<file path="config.mk">
export PLATFORM = sky130hd
export DESIGN_NAME = positional_char_list_top
export DESIGN_NICKNAME = d
export VERILOG_FILES = /design/src/pcl_pkg.sv /design/src/pcl_ram.sv /design/src/positional_char_list_top.sv
export SDC_FILE = /design/constraint.sdc
export NUM_CORES = 1
export LEC_CHECK = 0
export BUFFER_PORTS_ARGS = -buffer_cell sky130_fd_sc_hd__buf_4
export CAP_MARGIN = 5
export CORE_ASPECT_RATIO = 0.7
export CORE_MARGIN = 1
export CORE_UTILIZATION = 30
export CTS_CLUSTER_SIZE = 30
export DETAILED_ROUTE_END_ITERATION = 12
export PLACE_DENSITY = 0.55
export REMOVE_ABC_BUFFERS = 1
export SLEW_MARGIN = 25
export SYNTH_ARGS = -nofsm -noshare
export SYNTH_HDL_FRONTEND = slang
export SYNTH_HIERARCHICAL = 1
export SYNTH_SLANG_ARGS = --single-unit
</file>
<file path="constraint.sdc">
create_clock -name clk -period 6.3 [get_ports clk]
set_input_delay 0.63 -clock clk [delete_from_list [all_inputs] [get_ports clk]]
set_output_delay 0.63 -clock clk [all_outputs]
set_load 0.05 [all_outputs]
</file>
<file path="src/pcl_pkg.sv">
// command and status codes shared by the positional character list
`default_nettype none

package pcl_pkg;

  localparam int unsigned CMD_W = 3;
  localparam int unsigned STATUS_W = 2;
  localparam int unsigned POS_W = 5;
  localparam int unsigned VAL_W = 8;

  typedef enum logic [CMD_W-1:0] {
    CMD_INSERT = 3'd0,
    CMD_DELETE = 3'd1,
    CMD_FIND   = 3'd2,
    CMD_READ   = 3'd3,
    CMD_CLEAR  = 3'd4
  } cmd_t;

  typedef enum logic [STATUS_W-1:0] {
    ST_OK       = 2'd0,
    ST_BADPOS   = 2'd1,
    ST_FULL     = 2'd2,
    ST_NOTFOUND = 2'd3
  } status_t;

endpackage

`default_nettype wire

</file>
<file path="src/pcl_ram.sv">
// single write port, single registered read port entry store
`default_nettype none

module pcl_ram #(
  parameter int unsigned DEPTH = 16,
  parameter int unsigned AW = 4,
  parameter int unsigned DW = 8
) (
  input  wire logic          clk,
  input  wire logic          we,
  input  wire logic [AW-1:0] waddr,
  input  wire logic [DW-1:0] wdata,
  input  wire logic          re,
  input  wire logic [AW-1:0] raddr,
  output logic      [DW-1:0] rdata
);

  logic [DW-1:0] mem [DEPTH];

  always_ff @(posedge clk) begin
    if (we) begin
      mem[waddr] <= wdata;
    end
  end

  always_ff @(posedge clk) begin
    if (re) begin
      rdata <= mem[raddr];
    end
  end

endmodule

`default_nettype wire

</file>
<file path="src/positional_char_list_top.sv">
// ordered byte list with insert, delete, find, read and clear commands
// no entry is walked for clear, unknown codes, refused requests, delete at the end or find on
// an empty list; read, find and delete walk their entries and then drain the store read;
// insert walks and drains unless it goes at the end, and then writes the new byte
// one request at a time: the next request can be taken from the cycle after the result is loaded;
// a single store read port walks one entry per cycle
// reset clears the entry count and the result valid flag; stored bytes are undefined
`default_nettype none

module positional_char_list_top #(
  parameter int unsigned CAPACITY = 16
) (
  input  wire logic                            clk,
  input  wire logic                            rst,
  input  wire logic                            in_valid,
  output logic                                 in_stall,
  input  wire logic [pcl_pkg::CMD_W-1:0]       cmd,
  input  wire logic [pcl_pkg::POS_W-1:0]       position,
  input  wire logic [pcl_pkg::VAL_W-1:0]       value,
  output logic                                 out_valid,
  input  wire logic                            out_stall,
  output logic      [pcl_pkg::STATUS_W-1:0]    status,
  output logic      [pcl_pkg::POS_W-1:0]       found_position,
  output logic      [pcl_pkg::VAL_W-1:0]       read_value,
  output logic      [pcl_pkg::POS_W-1:0]       entry_count
);

  import pcl_pkg::*;

  localparam int unsigned AW = (CAPACITY > 1) ? $clog2(CAPACITY) : 1;
  localparam int unsigned LW = $clog2(CAPACITY + 1);
  localparam int unsigned CW = (LW > POS_W) ? LW + 1 : POS_W + 1;

  typedef enum logic [4:0] {
    S_IDLE  = 5'b00001,
    S_RUN   = 5'b00010,
    S_DRAIN = 5'b00100,
    S_PUT   = 5'b01000,
    S_DONE  = 5'b10000
  } state_t;

  state_t state;
  logic [LW-1:0] len;
  logic [LW-1:0] res_len;
  status_t res_status;
  logic [POS_W-1:0] res_found;
  logic [VAL_W-1:0] res_rd;
  cmd_t cmd_q;
  logic [POS_W-1:0] pos_q;
  logic [VAL_W-1:0] val_q;
  logic [AW-1:0] idx;
  logic [AW-1:0] last;
  logic pv;
  logic [AW-1:0] pa;

  logic in_accept;
  logic [CW-1:0] posc;
  logic [CW-1:0] lenc;
  logic [AW-1:0] pos_idx;
  logic we;
  logic [AW-1:0] waddr;
  logic [VAL_W-1:0] wdata;
  logic re;
  logic [VAL_W-1:0] rdata;
  logic load;

  assign in_stall = (state != S_IDLE);
  assign in_accept = in_valid && !in_stall;
  assign posc = CW'(position);
  assign lenc = CW'(len);
  assign pos_idx = AW'(pos_q) - AW'(1);
  assign load = (state == S_DONE) && (!out_valid || !out_stall);

  assign re = (state == S_RUN);
  assign we = (pv && (cmd_q == CMD_INSERT || cmd_q == CMD_DELETE)) || (state == S_PUT);

  always_comb begin
    if (state == S_PUT) begin
      waddr = pos_idx;
      wdata = val_q;
    end else begin
      waddr = (cmd_q == CMD_INSERT) ? pa + AW'(1) : pa - AW'(1);
      wdata = rdata;
    end
  end

  pcl_ram #(
    .DEPTH(CAPACITY),
    .AW(AW),
    .DW(VAL_W)
  ) u_ram (
    .clk(clk),
    .we(we),
    .waddr(waddr),
    .wdata(wdata),
    .re(re),
    .raddr(idx),
    .rdata(rdata)
  );

  // read pipeline tag
  always_ff @(posedge clk) begin
    if (rst) begin
      pv <= 1'b0;
    end else begin
      pv <= (state == S_RUN);
    end
    pa <= idx;
  end

  // sequencer
  always_ff @(posedge clk) begin
    if (rst) begin
      state <= S_IDLE;
    end else begin
      unique case (state)
        S_IDLE: begin
          if (in_accept) begin
            state <= S_DONE;
            case (cmd_t'(cmd))
              CMD_INSERT: begin
                if (posc != '0 && posc <= lenc + CW'(1) && len < LW'(CAPACITY)) begin
                  state <= (posc <= lenc) ? S_RUN : S_PUT;
                end
              end
              CMD_DELETE: begin
                if (posc != '0 && posc < lenc) begin
                  state <= S_RUN;
                end
              end
              CMD_FIND: begin
                if (len != '0) begin
                  state <= S_RUN;
                end
              end
              CMD_READ: begin
                if (posc != '0 && posc <= lenc) begin
                  state <= S_RUN;
                end
              end
              default: begin
                state <= S_DONE;
              end
            endcase
          end
        end
        S_RUN: begin
          if (idx == last) begin
            state <= S_DRAIN;
          end
        end
        S_DRAIN: begin
          state <= (cmd_q == CMD_INSERT) ? S_PUT : S_DONE;
        end
        S_PUT: begin
          state <= S_DONE;
        end
        S_DONE: begin
          if (load) begin
            state <= S_IDLE;
          end
        end
        default: begin
          state <= S_IDLE;
        end
      endcase
    end
  end

  // request capture, walk bounds and result fields
  always_ff @(posedge clk) begin
    if (in_accept) begin
      cmd_q <= cmd_t'(cmd);
      pos_q <= position;
      val_q <= value;
      res_len <= len;
      res_status <= ST_OK;
      res_found <= '0;
      res_rd <= '0;
      idx <= '0;
      last <= '0;
      case (cmd_t'(cmd))
        CMD_INSERT: begin
          if (posc == '0 || posc > lenc + CW'(1)) begin
            res_status <= ST_BADPOS;
          end else if (len >= LW'(CAPACITY)) begin
            res_status <= ST_FULL;
          end else begin
            res_len <= len + LW'(1);
            idx <= AW'(len - LW'(1));
            last <= AW'(position) - AW'(1);
          end
        end
        CMD_DELETE: begin
          if (posc == '0 || posc > lenc) begin
            res_status <= ST_BADPOS;
          end else begin
            res_len <= len - LW'(1);
            idx <= AW'(position);
            last <= AW'(len - LW'(1));
          end
        end
        CMD_FIND: begin
          res_status <= ST_NOTFOUND;
          last <= AW'(len - LW'(1));
        end
        CMD_READ: begin
          if (posc == '0 || posc > lenc) begin
            res_status <= ST_BADPOS;
          end else begin
            idx <= AW'(position) - AW'(1);
            last <= AW'(position) - AW'(1);
          end
        end
        CMD_CLEAR: begin
          res_len <= '0;
        end
        default: begin
          res_len <= len;
        end
      endcase
    end else begin
      if (state == S_RUN && idx != last) begin
        idx <= (cmd_q == CMD_INSERT) ? idx - AW'(1) : idx + AW'(1);
      end
      if (pv && cmd_q == CMD_FIND && res_status == ST_NOTFOUND && rdata == val_q) begin
        res_status <= ST_OK;
        res_found <= POS_W'(pa) + POS_W'(1);
      end
      if (pv && cmd_q == CMD_READ) begin
        res_rd <= rdata;
      end
    end
  end

  // entry count
  always_ff @(posedge clk) begin
    if (rst) begin
      len <= '0;
    end else if (load) begin
      len <= res_len;
    end
  end

  // result register
  always_ff @(posedge clk) begin
    if (rst) begin
      out_valid <= 1'b0;
    end else if (load) begin
      out_valid <= 1'b1;
    end else if (!out_stall) begin
      out_valid <= 1'b0;
    end
  end

  always_ff @(posedge clk) begin
    if (load) begin
      status <= res_status;
      found_position <= res_found;
      read_value <= res_rd;
      entry_count <= POS_W'(res_len);
    end
  end

`ifndef SYNTHESIS
  a_len_bound: assert property (@(posedge clk) disable iff (rst)
    len <= LW'(CAPACITY))
    else $error("entry count above capacity");

  a_len_only_on_load: assert property (@(posedge clk) disable iff (rst)
    (state != S_DONE) |=> $stable(len))
    else $error("entry count changed outside result load");

  a_put_only_insert: assert property (@(posedge clk) disable iff (rst)
    (state == S_PUT) |-> (cmd_q == CMD_INSERT))
    else $error("store write of request value for non-insert");

  a_walk_cmd: assert property (@(posedge clk) disable iff (rst)
    pv |-> (cmd_q == CMD_INSERT || cmd_q == CMD_DELETE || cmd_q == CMD_FIND
            || cmd_q == CMD_READ))
    else $error("store walk for a command that needs none");

  a_load_frees_input: assert property (@(posedge clk) disable iff (rst)
    load |=> (out_valid && !in_stall))
    else $error("result load did not return to idle");
`endif

endmodule

`default_nettype wire
</file>
# Word-level counts from Yosys, hierarchy flattened
# Memory sizes are Yosys's and may differ from the RTL's. A register that Yosys moved wholly into a read port is not among the register bits.
# Index checks and enable logic that the tools add are counted.
[totals]
ff_bits = 79
latchBits = 0
ramBits = 128
mem_bits_ro = 0
input_bits = 20
out_inout_bits = 22
wordCells = 126
n_memories = 1
[mem_list]
columns = ["name", "depth", "width", "rd", "rd_ports_with_merged_regs", "wr", "line", "text"]
rows = [
  ["u_ram.mem", 16, 8, 1, 1, 1, "pcl_ram.sv:18", "logic [DW-1:0] mem [DEPTH];"],
]
[classes]
n_addsub = 10
multipliers = 0
n_div = 0
n_lt_le_gt_ge = 7
eq_ne = 21
shift = 0
muxes = 40
bitwise_logic = 0
reduce_logical = 29
[op_table]
columns = ["operator", "count"]
rows = [
  ["$mux W5", 11],
  ["$mux W4", 13],
  ["$pmux W5 S5", 1],
  ["$pmux W5 S4", 1],
  ["$pmux W4 S4", 1],
  ["$sub A4 B1 Y4 const B", 4],
  ["$pmux W5 S3", 1],
  ["$eq A3 B2 Y1 const B", 4],
  ["$logic_and A1 B1 Y1", 12],
  ["$pmux W4 S3", 1],
  ["$add A4 B1 Y4 const B", 2],
  ["$eq A8 B8 Y1", 1],
  ["$mux W2", 4],
  ["$mux W8", 1],
  ["$add A5 B1 Y6 const B", 1],
  ["$eq A3 B1 Y1 const B", 2],
  ["$gt A5 B6 Y1", 1],
  ["$le A5 B6 Y1", 1],
  ["$logic_not A3 Y1", 2],
  ["$logic_not A6 Y1", 1],
  ["$pmux W2 S3", 1],
  ["$reduce_bool A6 Y1", 1],
  ["$add A4 B1 Y5 const B", 1],
  ["$add A5 B1 Y5 const B", 1],
  ["other kinds (25)", 38],
]

# Longest topological paths before layout
# Gate-level depths: netlist of run 1.
[logic_depth]
ltp_word = 8
ltp_mapped = 12
depth_no_buf = 11

# Cells and area by module
# Netlist of run 1, hierarchy kept.
[modules_own_cells]
columns = ["module", "n_inst", "cells_per_inst", "area_each_um2", "seq_area_each_um2"]
rows = [
  ["pcl_ram", 1, 229, 5227.5, 4083.9],
  ["positional_char_list_top", 1, 382, 4100.2, 2082.0],
]

# Worst setup path before layout of run 1
# Ideal clock, no wire load.
[synth_path]
path_type = "register to register"
start = "reg cmd_q[0]"
end = "mem u_ram.mem[0][0] (enable)"
setup_time_ps = 383
arrival_time_ps = 2905
required_time_ps = 5917
setup_slack_ps = 3012
stages_incl_launch_ff = 11
path_buffers = 1
synth_period_minus_slack_ps = 3288
cell_sequence = "edfxtp_1 -> or3_1 -> clkbuf_1 -> ha_1 -> a21o_1 -> a21oi_1 -> xnor2_1 -> nand2_1 -> o21ai_0 -> or3b_2 -> nor3_1"
[synth_between]
elab_cells_between_ends = 9
cone_classes = "1 x eq/ne; 4 x mux; 4 x reduce/logical"
[synth_lines]
columns = ["element", "line", "text"]
rows = [
  ["start: declaration", "positional_char_list_top.sv:48", "cmd_t cmd_q;"],
  ["start signal: assignment", "positional_char_list_top.sv:173", "cmd_q <= cmd_t'(cmd);"],
  ["$logic_not A3 Y1", "positional_char_list_top.sv:82", "waddr = (cmd_q == CMD_INSERT) ? pa + AW'(1) : pa - AW'(1);"],
  ["$mux W4", "positional_char_list_top.sv:82", ""],
  ["$mux W4", "positional_char_list_top.sv:78", "if (state == S_PUT) begin"],
  ["via waddr[3]", "positional_char_list_top.sv:61", "logic [AW-1:0] waddr;"],
  ["end: declaration", "pcl_ram.sv:18", ""],
]
# The timed path passes the listed nets, and every way through them passes these cells.

# Worst setup path after layout of run 1
[layout_path]
start = "reg cmd_q[0]"
end = "mem u_ram.mem[2][3] (enable)"
# Same word-level chain as after synthesis.

==> parameters.txt, run 1 <==
Parameter                              Value

Run status
  Outcome ... completed

Route
  Routed via count ... about 5,300
  DRC marker count from the first detailed-route iteration ... 582
  Remaining number of nets flagged by the antenna check after routing ... 0
  Total wirelength of the detailed-routed design ... about 21,000 microns
  Via density per instance ... approximately 5
  Drt pass-1 iters ... 5
  Routed wire length per instance ... 19.2 microns
  DRC viols ... 0

Global routing
  Grt ovf ... 0
  Wire length of the first global-routing pass ... 31,800 microns
  Largest net degree at the start of global routing ... 38
  Via count of the first global-routing pass ... 5,156
  Aggregate global-route resource usage ... 0.133
  Initial antenna violation count ... 0

Setup path
  Nature of the critical path startpoint ... register
  CP peak stage delay ... approximately 0.64 ns
  Max FO, Critical Path ... 8
  Critical path endpoint category ... register
  Crit path kind ... register to register
  Cell with the biggest individual delay on the critical path ... sky130_fd_sc_hd__nor2_1
  Data required time of the worst path ... 6.43 ns
  CP Cell Sequence ... or3_1 -> ha_1 -> a21o_1 -> a21oi_1 -> xnor2_1 -> nand2_1 -> o21ai_0 -> or3b_2 -> nor2_1
  Data arrival at the endpoint of the critical path ... 3.72 ns

Synth
  Number of instances in the synthesized netlist ... 611
  Mean cell area of the mapped netlist ... 15.3 sq um
  Number of enable-type register cells in the synthesized netlist ... 186
  Top cells by area, synth ... sky130_fd_sc_hd__edfxtp_1 (60%), sky130_fd_sc_hd__dfxtp_1 (6.2%), sky130_fd_sc_hd__mux4_2 (4.3%)
  Number of distinct library cell variants in the gate-level netlist after synthesis ... 65
  Leading register cell type out of synthesis ... sky130_fd_sc_hd__edfxtp_1
  Most frequent cell after synthesis ... sky130_fd_sc_hd__edfxtp_1
  Share of synthesized flip-flops with an asynchronous set or reset ... 0
  Sequential fraction of the synthesis area ... 0.661
  Share of the synthesized area in the top cell type ... 0.599
  Largest area contributor in the synthesized netlist ... sky130_fd_sc_hd__edfxtp_1
  Top post-synthesis cells by count ... sky130_fd_sc_hd__edfxtp_1 (186), sky130_fd_sc_hd__nand2_1 (61), sky130_fd_sc_hd__a21oi_1 (30), sky130_fd_sc_hd__dfxtp_1 (29), sky130_fd_sc_hd__nor2_1 (28)
  Number of register bits inferred by synthesis ... 215
  Ys Warns ... 6
  Synthesized area ... 9330 sq um

Power
  Leakage ... 3.62 nW
  PD cells ... between 200 and 300 nW/um^2
  Max rail drop VDD ... 0.000137 V

Worst hold path
  Kind of path behind the tightest hold check ... input port to register

Clock tree
  Clock insertion delay at the later pin of the skew report ... 0.51 ns
  Buffer count from post-CTS setup fixing ... 0
  Cells resized by post-CTS repair ... 0
  Clock root buffer master ... sky130_fd_sc_hd__clkbuf_16
  Total number of H-tree levels ... 1
  Number of buffers created by CTS ... 22
  Clock input transition at the sequential cells of the worst setup and hold paths ... 0.06 ns
  Clock Sink Count ... 215
  Maximum number of buffers from clock root to sink ... 3
  Hold bufs inserted after CTS ... 0
  Clock tree from TritonCTS ... done

Placement
  Port Buffers ... 41
  Pre-CTS WS ... 2.51 ns
  HPWL reported at the end of detailed placement ... around 14,000 microns
  RD Place Congestion ... 0.829
  Total cell area at the placement stage ... 10,000 sq um

Finish
  Area of all sequential standard cells ... just over 6000 sq um
  Finished layout cell area ... between 10,000 and 15,000 sq um
  Antenna cell count ... 0
  Area grow syn2layout ... 14.6%
  Post-layout utilization of the core ... 0.353
  Area of the multi-input gates ... between 2000 and 3000 sq um
  Fraction of final layout cells with drive strength greater than 1 ... 0.173
  Number of fill cells in the layout ... ~2,900
  Post-layout net count ... ~700

Floorplan
  Area of the core ... between 30,000 and 40,000 sq um
  Floorplan die area ... 31,800 sq um
  Initial core utilization ... 0.308
  Number of top-level pins ... 42
  Floorplan row count ... 53
  Die H ... 150 microns
  Die Span X ... 213 microns

Timing
  Setup repair after global routing missed its margin ... no
  Final count of pins violating max slew ... 0
  Achievable clock frequency ... 278 MHz
  Time the worst path needs with I/O delays and setup ... approximately 3.6 ns
  Worst-margin pin slew ... 0.990 ns
  PnR worst setup slack ... 2.71 ns
  Final period utilization ... 0.570
  Setup violators final ... 0
  Worst Skew ... 0.0105 ns
  Hold Violations, Final ... 0
  Worst slew margin relative to its limit ... 0.339
  Sum of negative setup slack ... 0 ns

Run
  Max-cap violation count ... 0
-- logic make-up after synthesis --
group	synth area share
buffers and inverters	0.0251
adder cells (fa/ha/maj)	0.0338
AO/OA/AOI/OAI	0.0679
flip-flops	0.661
XOR/XNOR	0.0300
multiplexers	0.0979
AND/OR/NAND/NOR	0.0842
-- area by class of cell --
type,count,share of cell area
Tap cell,412,0.0482
Sequential cell,215,0.577
Timing Repair Buffer,45,0.0316
Clock buffer,29,0.0559
Clock inverter,10,0.00433
Multi-Input combinational cell,350,0.276
Inverter,21,0.00737
-- through the flow --
| stage | hold slack [ns] | instances | total power [mW] |
|---|---|---|---|
| 2_1_floorplan | 0.408 | 586 | 1.83 |
| 3_3_place_gp | 0.415 | 1043 | 1.95 |
| 3_5_place_dp | 0.417 | 1043 | 1.94 |
| 4_1_cts | 0.283 | 1082 | 3.13 |
| 5_1_grt | 0.281 | 1082 | 3.22 |
| 6_report | 0.297 | 1082 | 3.10 |
-- critical path, delay by kind of cell, from the launching register on --
kind	cells	cell delay (ns)
adders and majority gates	1	0.33
AOI/OAI and AO/OA	3	0.55
xor gates and xnor gates	1	0.09
and+or+nand+nor	4	1.83
DFF	1	0.41
-- sequential cells by signal (all words and copies together), names as in the netlist, 3 cells and up --
| register | flops |
|---|---|
| state | 5 |
| val_q | 8 |
| cmd_q | 3 |
| last | 4 |
| entry_count | 5 |
| res_rd | 8 |
| u_ram/mem | 128 |
| pos_q | 4 |
| res_found | 5 |
| pa | 4 |
| res_len | 5 |
| found_position | 5 |
| idx | 4 |
| len | 5 |
| read_value | 8 |
| u_ram/rdata | 8 |
-- placed cells by master, fill, tap and decap left out, types with 3 or more instances in the layout --
cell                        netlist  final
sky130_fd_sc_hd__clkinv_1         1      6
sky130_fd_sc_hd__or3_1            4      4
sky130_fd_sc_hd__inv_1           20     20
sky130_fd_sc_hd__a2bb2oi_1        3      3
sky130_fd_sc_hd__nor4_1           3      3
sky130_fd_sc_hd__nor2_1          28     28
sky130_fd_sc_hd__nor3_1          16     12
sky130_fd_sc_hd__edfxtp_1       186    186
sky130_fd_sc_hd__dfxtp_1         29     29
sky130_fd_sc_hd__clkbuf_16        0     23
sky130_fd_sc_hd__a21oi_1         30     30
sky130_fd_sc_hd__nand2b_1         5      5
sky130_fd_sc_hd__and3_1           5      5
sky130_fd_sc_hd__mux2i_1          5      5
sky130_fd_sc_hd__clkbuf_1         8      6
sky130_fd_sc_hd__mux4_2          18     18
sky130_fd_sc_hd__xor2_1          14     14
sky130_fd_sc_hd__nand2_1         61     61
sky130_fd_sc_hd__a22oi_1         16     16
sky130_fd_sc_hd__mux2_2           8      8
sky130_fd_sc_hd__o21ai_0          7      7
sky130_fd_sc_hd__nor2b_1          3      3
sky130_fd_sc_hd__and2_1           3      3
sky130_fd_sc_hd__xnor2_1         18     18
sky130_fd_sc_hd__nand3b_1         4      4
sky130_fd_sc_hd__mux4_1          14     14
sky130_fd_sc_hd__ha_1            22     22
sky130_fd_sc_hd__nor3_2           0      4
sky130_fd_sc_hd__clkinv_2         0      4
sky130_fd_sc_hd__a21o_1           5      5
sky130_fd_sc_hd__nand3_1         11     11
sky130_fd_sc_hd__buf_4            1     45
sky130_fd_sc_hd__o22ai_1          4      4
-- layer usage --
metal  up-vias  track usage  share of wire
met5         -            0              0
met4         0       0.0241          0.011
met3        22       0.0252          0.058
met2       165        0.182           0.40
met1      2652        0.214           0.53
li1       2463            -              -
-- worst paths after layout --
check / cells after the start / slack [ns] / end / startpoint
worst max-delay path: 9 / 2.71 / u_ram/mem[2][3] / cmd_q[0]
worst min-delay path: 1 / 0.30 / val_q[0] / value[0]
worst max register to register: 9 / 2.71 / u_ram/mem[2][3] / cmd_q[0]
worst min register to register: 0 / 0.43 / read_value[2] / res_rd[2]
-- power by group --
part / switching, mW / internal, mW
logic: 0.196 / 0.129
registers: 0.0250 / 1.57
clock network: 0.518 / 0.666
Note: power is estimated with default switching activity, not from simulation.
==> inputs of run 2 (changes only) <==
--- a/config.mk
+++ b/config.mk
@@ -12,7 +12,7 @@
 export CORE_UTILIZATION = 30
 export CTS_CLUSTER_SIZE = 30
 export DETAILED_ROUTE_END_ITERATION = 12
-export PLACE_DENSITY = 0.55
+export PLACE_DENSITY = 0.56
 export REMOVE_ABC_BUFFERS = 1
 export SLEW_MARGIN = 25
 export SYNTH_ARGS = -nofsm -noshare
==> constraint.sdc (replaced) <==
create_clock -name clk -period 3.1 [get_ports clk]
set_input_delay 0.31 -clock clk [delete_from_list [all_inputs] [get_ports clk]]
set_output_delay 0.31 -clock clk [all_outputs]
set_load 0.05 [all_outputs]
==> parameters.txt, run 2 (same netlist as run 1, synthesis figures left out) <==
Parameter                              Value

Run status
  Outcome ... completed

Route
  Via density per instance ... 4.87
  DRC marker count from the first detailed-route iteration ... 502
  Routed via count ... ~5,500
  DRC viols ... 0
  Routed wire length per instance ... 19.0 microns
  Drt pass-1 iters ... 5
  Remaining number of nets flagged by the antenna check after routing ... 0
  Total wirelength of the detailed-routed design ... 21,400 microns

Finish
  Final std cells w/o fill ... 1,127
  Post-layout net count ... roughly 740
  Antenna cell count ... 0
  Max reg flops ... ~130
  Area grow syn2layout ... 19.3%
  Register bank with the most flops ... u_ram/mem
  Most common cell after layout, fill and taps aside ... sky130_fd_sc_hd__edfxtp_1
  Post-layout utilization of the core ... 0.367
  Most frequent cells in the layout ... sky130_fd_sc_hd__edfxtp_1 (186), sky130_fd_sc_hd__buf_4 (79), sky130_fd_sc_hd__nand2_1 (61), sky130_fd_sc_hd__a21oi_1 (30)
  Fraction of final layout cells with drive strength greater than 1 ... 0.214

Power
  PD cells ... 595 nW/um^2
  Leakage ... 3.88 nW
  Max rail drop VDD ... ~0.00034 V

Setup path
  Crit path kind ... register to register
  Data required time of the worst path ... ~3.3 ns
  Critical path endpoint category ... register
  Data arrival at the endpoint of the critical path ... 3.14 ns
  Nature of the critical path startpoint ... register
  Max FO, Critical Path ... 8
  CP Cell Sequence ... or3_4 -> ha_1 -> a21o_1 -> a21oi_1 -> xnor2_1 -> nand2_1 -> o21ai_0 -> or3b_2 -> nor3_1 -> buf_4
  Cell with the biggest individual delay on the critical path ... sky130_fd_sc_hd__or3b_2
  CP peak stage delay ... 0.52 ns

Global routing
  Grt ovf ... 0
  Via count of the first global-routing pass ... 5,275
  Wire length of the first global-routing pass ... between 30,000 and 40,000 microns
  Largest net degree at the start of global routing ... 33
  Initial antenna violation count ... 1
  Aggregate global-route resource usage ... 0.136

Clock tree
  Clock insertion delay at the later pin of the skew report ... 0.50 ns
  Buffer count from post-CTS setup fixing ... 0
  Maximum number of buffers from clock root to sink ... 3
  Number of buffers created by CTS ... 23
  Clock input transition at the sequential cells of the worst setup and hold paths ... 0.06 ns
  Clock Sink Count ... 215
  Clock tree from TritonCTS ... done
  Total number of H-tree levels ... 1
  Clock root buffer master ... sky130_fd_sc_hd__clkbuf_16

Timing
  Time the worst path needs with I/O delays and setup ... 2.93 ns
  Setup repair after global routing missed its margin ... no
  Worst Skew ... 0.00787 ns
  PnR worst setup slack ... 0.167 ns
  Achievable clock frequency ... 341 MHz
  Worst slew margin relative to its limit ... 0.507
  Setup violators final ... 0
  Sum of negative setup slack ... 0 ns
  Hold Violations, Final ... 0
  Hold WS ... 0.0486 ns
  Worst-margin pin slew ... 0.738 ns
  Final count of pins violating max slew ... 0
  Final period utilization ... 0.946

Placement
  Pre-CTS WS ... 0.150 ns
  HPWL reported at the end of detailed placement ... between 10,000 and 15,000 microns
  Port Buffers ... 41
  RD Place Congestion ... 0.828
  Cells after DPL ... ~1,100

Floorplan
  Die H ... 150 microns
  Die Span X ... 213 microns
  Initial core utilization ... 0.308
  Floorplan die area ... ~32,000 sq um
  Floorplan row count ... between 50 and 60
  Area of the core ... around 30,000 sq um
  Number of top-level pins ... 42

Worst hold path
  Kind of path behind the tightest hold check ... input port to register

Run
  Max-cap violation count ... 0
## run 2: final cells by class
class | count | area, sq um
fillers | 2874 | 19200
flip-flops and latches | 215 | 6170
multi-input cells | 350 | 2930
repair buffers | 88 | 693
clock buffers | 32 | 639
well taps | 412 | 515
clock inverters | 9 | 98.8
inverters | 21 | 78.8
## run 2: stage by stage
stage | power (mW) | cell area (sq um)
2_1_floorplan | 3.72 | 9170
3_3_place_gp | 3.99 | 10300
3_5_place_dp | 3.98 | 10300
4_1_cts | 6.66 | 11100
5_1_grt | 6.85 | 11100
6_report | 6.62 | 11100
## run 2: path summary, 6_finish.rpt
check	end	depth (start not counted)	start	slack, ns
setup / recovery	u_ram/mem[0][1]	10	cmd_q[0]	0.17
hold / removal	pos_q[1]	1	position[1]	0.05
setup reg to reg	u_ram/mem[0][1]	10	cmd_q[0]	0.17
hold reg to reg	read_value[5]	0	res_rd[5]	0.43
## run 2: metal layers
metal,share of wire,track usage,up-vias
met2,0.38,0.176,182
li1,-,-,2549
met1,0.53,0.223,2721
met3,0.067,0.0294,31
met4,0.021,0.0349,2
met5,0.00061,0,-
## run 2: critical path, delay by kind of cell (launching register included)
family / cells / cell delay (ns)
AND/OR/NAND/NOR: 4 / 1.18
AO/OA/AOI/OAI: 3 / 0.45
flip-flops: 1 / 0.42
adder cells (fa/ha/maj): 1 / 0.28
buffers and inverters: 1 / 0.20
XOR/XNOR: 1 / 0.10
## run 2: timing repair
| action | CTS | global route |
|---|---|---|
| hold buffers | 8 | 0 |
| endpoints found under the setup margin | 0 | 40 |
| endpoints found under the hold margin | 8 | 0 |
| resized for setup | 0 | 2 |
## run 2: where the power goes
group / leakage [nW] / switching [mW] / internal, mW
Clock: 0.358 / 1.07 / 1.61
Sequential: 1.93 / 0.0596 / 3.19
Combinational: 1.59 / 0.404 / 0.292
Total: 3.88 / 1.53 / 5.09
